[src/rtl/hot_row_frequency_tracker_assert.svh]
// Assertion macros for the hot row frequency tracker.
// Needs a clock and an active-low reset passed in by the caller.
`ifndef HOT_ROW_FREQUENCY_TRACKER_ASSERT_SVH
`define HOT_ROW_FREQUENCY_TRACKER_ASSERT_SVH

// Consequent must hold in the same cycle as the antecedent.
`define HRFT_ASSERT_NOW(label, clk, rst_n, ante, cons, msg) \
  label: assert property (@(posedge clk) disable iff (!rst_n) (ante) |-> (cons)) \
    else $error(msg);

// Consequent must hold in the cycle after the antecedent.
`define HRFT_ASSERT_NEXT(label, clk, rst_n, ante, cons, msg) \
  label: assert property (@(posedge clk) disable iff (!rst_n) (ante) |=> (cons)) \
    else $error(msg);

`endif

[src/rtl/hrft_queue.sv]
`timescale 1ns / 1ps
// Short FIFO that decouples the front classifier from the table update engine.
// No dependencies.
module hrft_queue #(
  parameter int unsigned WIDTH = 8,
  parameter int unsigned DEPTH = 2
) (
  input  logic             clk_i,
  input  logic             rst_ni,
  input  logic             push_i,
  input  logic [WIDTH-1:0] data_i,
  input  logic             pop_i,
  output logic [WIDTH-1:0] data_o,
  output logic             empty_o,
  output logic             full_o
);

  localparam int unsigned PtrW = $clog2(DEPTH);
  localparam int unsigned CntW = $clog2(DEPTH + 1);

  logic [WIDTH-1:0] mem_q [DEPTH];
  logic [PtrW-1:0]  wr_ptr_q, wr_ptr_d;
  logic [PtrW-1:0]  rd_ptr_q, rd_ptr_d;
  logic [CntW-1:0]  cnt_q, cnt_d;

  always_comb begin
    wr_ptr_d = wr_ptr_q;
    rd_ptr_d = rd_ptr_q;
    cnt_d    = cnt_q;
    if (push_i) begin
      wr_ptr_d = (wr_ptr_q == PtrW'(DEPTH - 1)) ? '0 : wr_ptr_q + 1'b1;
    end
    if (pop_i) begin
      rd_ptr_d = (rd_ptr_q == PtrW'(DEPTH - 1)) ? '0 : rd_ptr_q + 1'b1;
    end
    if (push_i && !pop_i) begin
      cnt_d = cnt_q + 1'b1;
    end else if (pop_i && !push_i) begin
      cnt_d = cnt_q - 1'b1;
    end
  end

  always_ff @(posedge clk_i or negedge rst_ni) begin
    if (!rst_ni) begin
      wr_ptr_q <= '0;
      rd_ptr_q <= '0;
      cnt_q    <= '0;
    end else begin
      wr_ptr_q <= wr_ptr_d;
      rd_ptr_q <= rd_ptr_d;
      cnt_q    <= cnt_d;
    end
  end

  always_ff @(posedge clk_i) begin
    if (push_i) begin
      mem_q[wr_ptr_q] <= data_i;
    end
  end

  assign data_o  = mem_q[rd_ptr_q];
  assign empty_o = (cnt_q == '0);
  assign full_o  = (cnt_q == CntW'(DEPTH));

endmodule

[config.mk]
export PLATFORM = sky130hd
export DESIGN_NAME = hrft_queue
export DESIGN_NICKNAME = d
export VERILOG_FILES = /design/src/rtl/hot_row_frequency_tracker_assert.svh /design/src/rtl/hrft_queue.sv
export SDC_FILE = /design/constraint.sdc
export NUM_CORES = 1
export LEC_CHECK = 0
export ABC_AREA = 1
export BUFFER_PORTS_ARGS = -buffer_cell sky130_fd_sc_hd__buf_2
export CORE_MARGIN = 5
export CORE_UTILIZATION = 49
export CTS_CLUSTER_DIAMETER = 150
export CTS_CLUSTER_SIZE = 12
export DETAILED_ROUTE_END_ITERATION = 10
export GPL_TIMING_DRIVEN = 1
export PLACE_DENSITY_LB_ADDON = 0.3
export SLEW_MARGIN = 30
export SYNTH_ARGS = -nofsm -noshare
export SYNTH_HDL_FRONTEND = slang
export SYNTH_SLANG_ARGS = --single-unit
[constraint.sdc]
create_clock -name clk_i -period 1.65 [get_ports clk_i]
set_input_delay 0.0825 -clock clk_i [delete_from_list [all_inputs] [get_ports clk_i]]
set_output_delay 0.0825 -clock clk_i [all_outputs]
set_load 0.01 [all_outputs]
==> summary.md, run 1 <==
| Metric | Value |
|---|---|
| CTS HTree Levels | `1` |
| Type of origin of the critical path | `flip-flop` |
| Met3 GRT Util | `0.0378` |
| Final setup viols | `0` |
| Worst hold path type | `primary input to async pin` |
| Post-Route WL | `1.30 mm` |
| Detail Route Antenna Nets | `0` |
| Worst-Margin Slew | `0.512 ns` |
| Die width | `50.9 um` |
| CP Capture Type | `output port` |
| Final Net Count | `100` |
| CP max FO | `9` |
| Power density over the cells | `1540 nW/um2` |
| Total congestion overflow | `0` |
| Final Slew Violations | `0` |
| Reg area | `581 um2` |
| Port-buffer cells | `21` |
| Fin. Hold Viols | `0` |
| Cells after Synth | `50` |
| Cts bufs inserted | `3` |
| Worst VDD drop | `0.000910 V` |
| Max Fclk | `647 MHz` |
| TritonRoute pass-1 iters | `3` |
| Setup TNS | `0 ns` |
| Skew-Pair Late Insertion Delay | `0.30 ns` |
| Sink Count | `20` |
| CTS tree | `built` |
| Post-Synthesis Net Count | `63` |
| Wirelength per Cell | `12.7 um` |
| Library cells used by synthesis | `12` |
| Post-DP HPWL | `852 um` |
| Outcome | `complete, no violations` |
| WP data arrival | `1.46 ns` |
| # fillers | `119` |
| DIE HEIGHT | `50.9 um` |
| FP Rows | `14` |
| DRC violations left | `0` |
| Clock transition at path regs | `0.11 ns` |
| Tmin final | `1.55 ns` |
| Final worst-path cycle share | `0.936` |
| M2 GR Usage | `0.192` |
| Routability cong. | `0.692` |
| Finished Cell Area | `1100 um2` |
| First-pass GRT wire length | `2.24 mm` |
| Vias per std cell | `4.66` |
| Headroom to the max-slew limit | `0.659` |
| Seq/Total Area, Yosys | `0.709` |
| RSZ-0062 raised after global routing | `no` |
| Initial antenna violation count | `0` |
| Initial drt markers | `10` |
| Postcts setup bufs | `0` |
| Core ar. | `1540 um2` |
| #FFs+latches synth | `20` |
| Multi-input gate area in the final layout | `200 um2` |
| Antenna Cells | `0` |
| Grt peak-use layer | `met2` |
| WS Path Type | `flip-flop to output port` |
| Vias in the first global route | `525` |
| Layout cells sized above 1 | `0.395` |
| Die ar. | `2590 um2` |
| Leakage power total | `0.504 nW` |
| Final Skew | `0.00457 ns` |
| Crit path required time | `1.57 ns` |
| CTS max path bufs | `2` |
| Synth Cell Area | `818 um2` |
| Initial Utilization | `0.531` |
| Max-Cap Viols | `0` |
| Syn. warnings | `0` |
| Met1 GRT Util | `0.138` |
| Pin count of the biggest net entering global routing | `13` |
| Ports | `22` |
| Synthesis-to-finish area growth | `34.7%` |
| Total GRT Usage | `0.116` |
| Placed cell area | `940 um2` |
| Root buffer cell | `clkbuf_4` |
| Mean post-synth cell area | `16.4 um2` |
| Vias | `475` |
## registers in the layout (all words and copies together) (netlist names)
name      cells
mem_q        16
rd_ptr_q      1
wr_ptr_q      1
cnt_q         2
## area by class of cell
cell class,count,share of cell area
multi-input cells,22,0.182
clock inverters,1,0.0272
inverters,7,0.0238
repair buffers,33,0.202
well taps,16,0.0182
flip-flops and latches,20,0.527
clock buffers,3,0.0204
## critical path, cell delays in order (launching register included)
cell	delay, ns
dfrtp_1	0.68
mux2_4	0.34
buf_2	0.14
## cell usage in the layout (no fill, tap or decap)
| cell type | n |
|---|---|
| dfrtp_1 | 4 |
| inv_1 | 7 |
| dlygate4sd3_1 | 11 |
| buf_2 | 21 |
| buf_4 | 1 |
| xnor2_1 | 1 |
| nor2_1 | 3 |
| xor2_1 | 2 |
| nand4_1 | 1 |
| ha_1 | 1 |
| mux2_4 | 8 |
| clkbuf_4 | 3 |
| edfxtp_1 | 16 |
| nand3_1 | 1 |
| bufinv_16 | 1 |
| nand2_1 | 5 |
## report_power, final
part | internal (mW) | total (mW) | switching [mW]
Sequential | 0.684 | 0.798 | 0.115
Combinational | 0.292 | 0.505 | 0.213
Clock | 0.245 | 0.396 | 0.150
## through the flow
step | setup slack [ns] | util | hold WS [ns] | total power [mW] | instances
finish | 0.105 | 0.715 | 0.102 | 1.70 | 102
global route | 0.0227 | 0.715 | 0.122 | 1.79 | 102
detailed placement | 0.433 | 0.610 | -0.105 | 1.30 | 87
floorplan | 0.506 | - | -0.213 | 1.14 | 50
CTS | 0.0903 | 0.715 | 0.0996 | 1.71 | 102
global placement | 0.449 | 0.610 | -0.106 | 1.28 | 87
## synthesized netlist by cell type
library cell | n | area [um2]
inv_1 | 7 | 26.3
nand3_1 | 1 | 5.00
xor2_1 | 2 | 17.5
mux2_4 | 8 | 120
xnor2_1 | 1 | 8.76
buf_6 | 1 | 11.3
nor2_1 | 3 | 11.3
ha_1 | 1 | 12.5
nand2_1 | 5 | 18.8
nand4_1 | 1 | 6.26
dfrtp_1 | 4 | 100
edfxtp_1 | 16 | 480
## logic make-up after synthesis
logic type,after synthesis,share of synthesized area
buffers and inverters,8,0.0459
muxes,8,0.147
and+or+nand+nor,10,0.0505
adders and majority gates,1,0.0153
xor gates and xnor gates,3,0.0321
DFF,20,0.709
## layer usage
metal	part of all wire	wire length [um]
met5	0	0
met1	0.41	536
met4	0	0
met3	0.072	94
met2	0.51	668
## final timing paths
| path | start | end | slack [ns] | cells past startpoint |
|---|---|---|---|---|
| max | rd_ptr_q | data_o[1] | 0.10 | 2 |
| min | rst_ni | cnt_q[0] | 0.10 | 2 |
| max reg2reg | wr_ptr_q | mem_q[1][1] | 0.63 | 2 |
| min reg2reg | wr_ptr_q | wr_ptr_q | 0.50 | 1 |
| max in group asynchronous | rst_ni | rd_ptr_q | 1.43 | 2 |
| min in group clk_i | wr_ptr_q | wr_ptr_q | 0.50 | 1 |
## what timing repair did
item | in CTS | in global routing
hold buffers | 11 | 0
gates resized for setup | 0 | 0
hold endpoints to repair | 22 | 0
Power figures use the tool's default switching activity.
==> run 2, diff against run 1 <==
CAP_MARGIN = 20   (was not set)
CORE_ASPECT_RATIO = 0.8   (was not set)
clock period = 1.5 ns   (was 1.65 ns; I/O delays follow)
==> run 2 against run 1 <==
  * Cell area is 1.5% higher
  * Clock power is 9.1% higher
  * Largest cell class unchanged
  * Routed wire length is 0.15% higher
==> summary.md, run 2 (same netlist as run 1, synthesis figures left out) <==
| Metric | Value |
|---|---|
| Final worst-path cycle share | `0.925` |
| Setup TNS | `0 ns (unchanged)` |
| RSZ-0062 raised after global routing | `no` |
| CP Capture Type | `output port` |
| Initial Utilization | `0.508 (-0.0227)` |
| Outcome | `complete, no violations` |
| Post-Route WL | `1.30 mm (+0.15%)` |
| Fin cells | `109 (+6.9%)` |
| Total congestion overflow | `0 (unchanged)` |
| Met1 GRT Util | `0.129 (-0.00892)` |
| Final setup viols | `0 (unchanged)` |
| WP data arrival | `1.31 ns (-0.15 ns)` |
| Initial drt markers | `5 (-5)` |
| Die width | `55.7 um (+9.5%)` |
| CTS HTree Levels | `1 (unchanged)` |
| Cts bufs inserted | `3 (unchanged)` |
| Sink Count | `20 (unchanged)` |
| Leakage power total | `0.508 nW (+0.82%)` |
| Root buffer cell | `clkbuf_4` |
| Headroom to the max-slew limit | `0.784 (+0.125)` |
| Tmin final | `1.39 ns` |
| Switching power | `0.524 mW (+9.5%)` |
| First-pass GRT wire length | `2.20 mm (-1.5%)` |
| Initial antenna violation count | `0 (unchanged)` |
| Skew-Pair Late Insertion Delay | `0.30 ns (about the same)` |
| Most common cell after layout, fill and taps aside | `buf_2` |
| FP Rows | `13 (-1)` |
| CTS max path bufs | `2 (unchanged)` |
| Final Slew Violations | `0 (unchanged)` |
| Ports | `22 (unchanged)` |
| Worst hold path type | `primary input to async pin` |
| Met3 GRT Util | `0.0392 (+0.00142)` |
| Placed cell count | `94 (+8.0%)` |
| DRC violations left | `0 (unchanged)` |
| Max-Cap Viols | `0 (unchanged)` |
| Number of flip-flops under the largest register name | `16 (unchanged)` |
| Pin count of the biggest net entering global routing | `13 (unchanged)` |
| Detail Route Antenna Nets | `0 (unchanged)` |
| Synthesis-to-finish area growth | `36.7%` |
| Worst VDD drop | `0.00107 V (+18%)` |
| Grt peak-use layer | `met2` |
| Power density over the cells | `1680 nW/um2 (+8.9%)` |
| Die ar. | `2590 um2 (+0.20%)` |
| WS Path Type | `flip-flop to output port` |
| Vias | `494 (+4.0%)` |
| Dpl ws | `0.295 ns (-0.138 ns)` |
| Vias per std cell | `4.53 (-2.7%)` |
| Fin util | `0.695 (-0.0205)` |
| Total GRT Usage | `0.118 (+0.00162)` |
| Post-DP HPWL | `913 um (+7.2%)` |
| Clock transition at path regs | `0.11 ns (about the same)` |
| DIE HEIGHT | `46.6 um (-8.5%)` |
| Routability cong. | `0.694 (+0.35%)` |
| CP max FO | `9 (unchanged)` |
| Type of origin of the critical path | `flip-flop` |
| Final WS setup | `0.113 ns (+0.00790 ns)` |
| Register share of total power | `0.468 (-0.002)` |
| Clock power frac | `0.230 (-0.003)` |
| Port-buffer cells | `21 (unchanged)` |
| Largest register by flop count | `mem_q` |
| Max Fclk | `721 MHz` |
| Vias in the first global route | `515 (-1.9%)` |
| Final Skew | `0.00293 ns (-0.00165 ns)` |
| Switch share | `0.279 (-0.00261)` |
| Wirelength per Cell | `11.9 um (-6.3%)` |
| Internal power | `1.35 mW (+11%)` |
| Comb power frac | `0.302 (+0.005)` |
| Layout cells sized above 1 | `0.414 (+0.0184)` |
| Crit path required time | `1.42 ns (-0.15 ns)` |
| Final Net Count | `101 (+1.0%)` |
| Worst-Margin Slew | `0.323 ns (-0.189 ns)` |
| Postcts setup bufs | `0 (unchanged)` |
| Fin. Hold Viols | `0 (unchanged)` |
| TritonRoute pass-1 iters | `2 (-1)` |
| Most frequent cells in the layout | `21 x buf_2, 16 x edfxtp_1, 11 x dlygate4sd3_1` |
| Largest registers | `mem_q x16, cnt_q x2` |
| M2 GR Usage | `0.219 (+0.0272)` |
| Core ar. | `1610 um2 (+4.5%)` |
| CTS tree | `built` |
| Antenna Cells | `0 (unchanged)` |
run 2: power groups by stage:
stage          sequential (mW)  clock, mW  combinational, mW
6_report                 0.878      0.432              0.568
5_1_grt                  0.900      0.466              0.617
3_3_place_gp             0.884          0              0.537
2_1_floorplan            0.818          0              0.442
3_5_place_dp             0.890          0              0.554
4_1_cts                  0.879      0.440              0.575
run 2: area by class of cell:
type | instances | area (um2)
repair buffers | 34 | 230
flip-flops and latches | 20 | 582
inverters | 7 | 26.3
well taps | 22 | 27.5
clock buffers | 3 | 22.5
fillers | 116 | 492
multi-input cells | 22 | 200
clock inverters | 1 | 30.0
run 2: timing repair:
item	4_1_cts	5_1_grt
resized for setup	1	0
hold buffers	11	0
setup endpoints to repair	8	0
endpoints found under the hold margin	22	0
run 2: path summary, 6_finish.rpt:
kind	slack (ns)	startpoint	depth (start not counted)	end
hold / removal	0.1	rst_ni	2	wr_ptr_q
min in group clk_i	0.49	data_i[1]	2	mem_q[1][1]
hold reg to reg	0.51	wr_ptr_q	1	wr_ptr_q
max in group asynchronous	1.26	rst_ni	2	rd_ptr_q
setup / recovery	0.11	rd_ptr_q	2	data_o[6]
setup reg to reg	0.45	wr_ptr_q	2	mem_q[0][2]
run 2: per-stage QoR:
| stage | cell area, um2 | hold WS (ns) | power, mW |
|---|---|---|---|
| 2_1_floorplan | 818 | -0.221 | 1.26 |
| 3_3_place_gp | 955 | -0.113 | 1.42 |
| 3_5_place_dp | 955 | -0.112 | 1.44 |
| 4_1_cts | 1120 | 0.0936 | 1.89 |
| 5_1_grt | 1120 | 0.110 | 1.98 |
| 6_report | 1120 | 0.0988 | 1.88 |
run 2: metal layers:
| metal | wire length [um] | up-vias | part of all wire |
|---|---|---|---|
| met5 | 0 | - | 0 |
| met4 | 21 | 0 | 0.016 |
| met3 | 76 | 2 | 0.058 |
| met2 | 672 | 14 | 0.52 |
| met1 | 531 | 231 | 0.41 |
| li1 | - | 247 | - |
run 2: worst max-delay path, cell delays in order, from the launching register on:
cell	delay, ns
dfrtp_2	0.55
mux2_4	0.33
buf_2	0.14
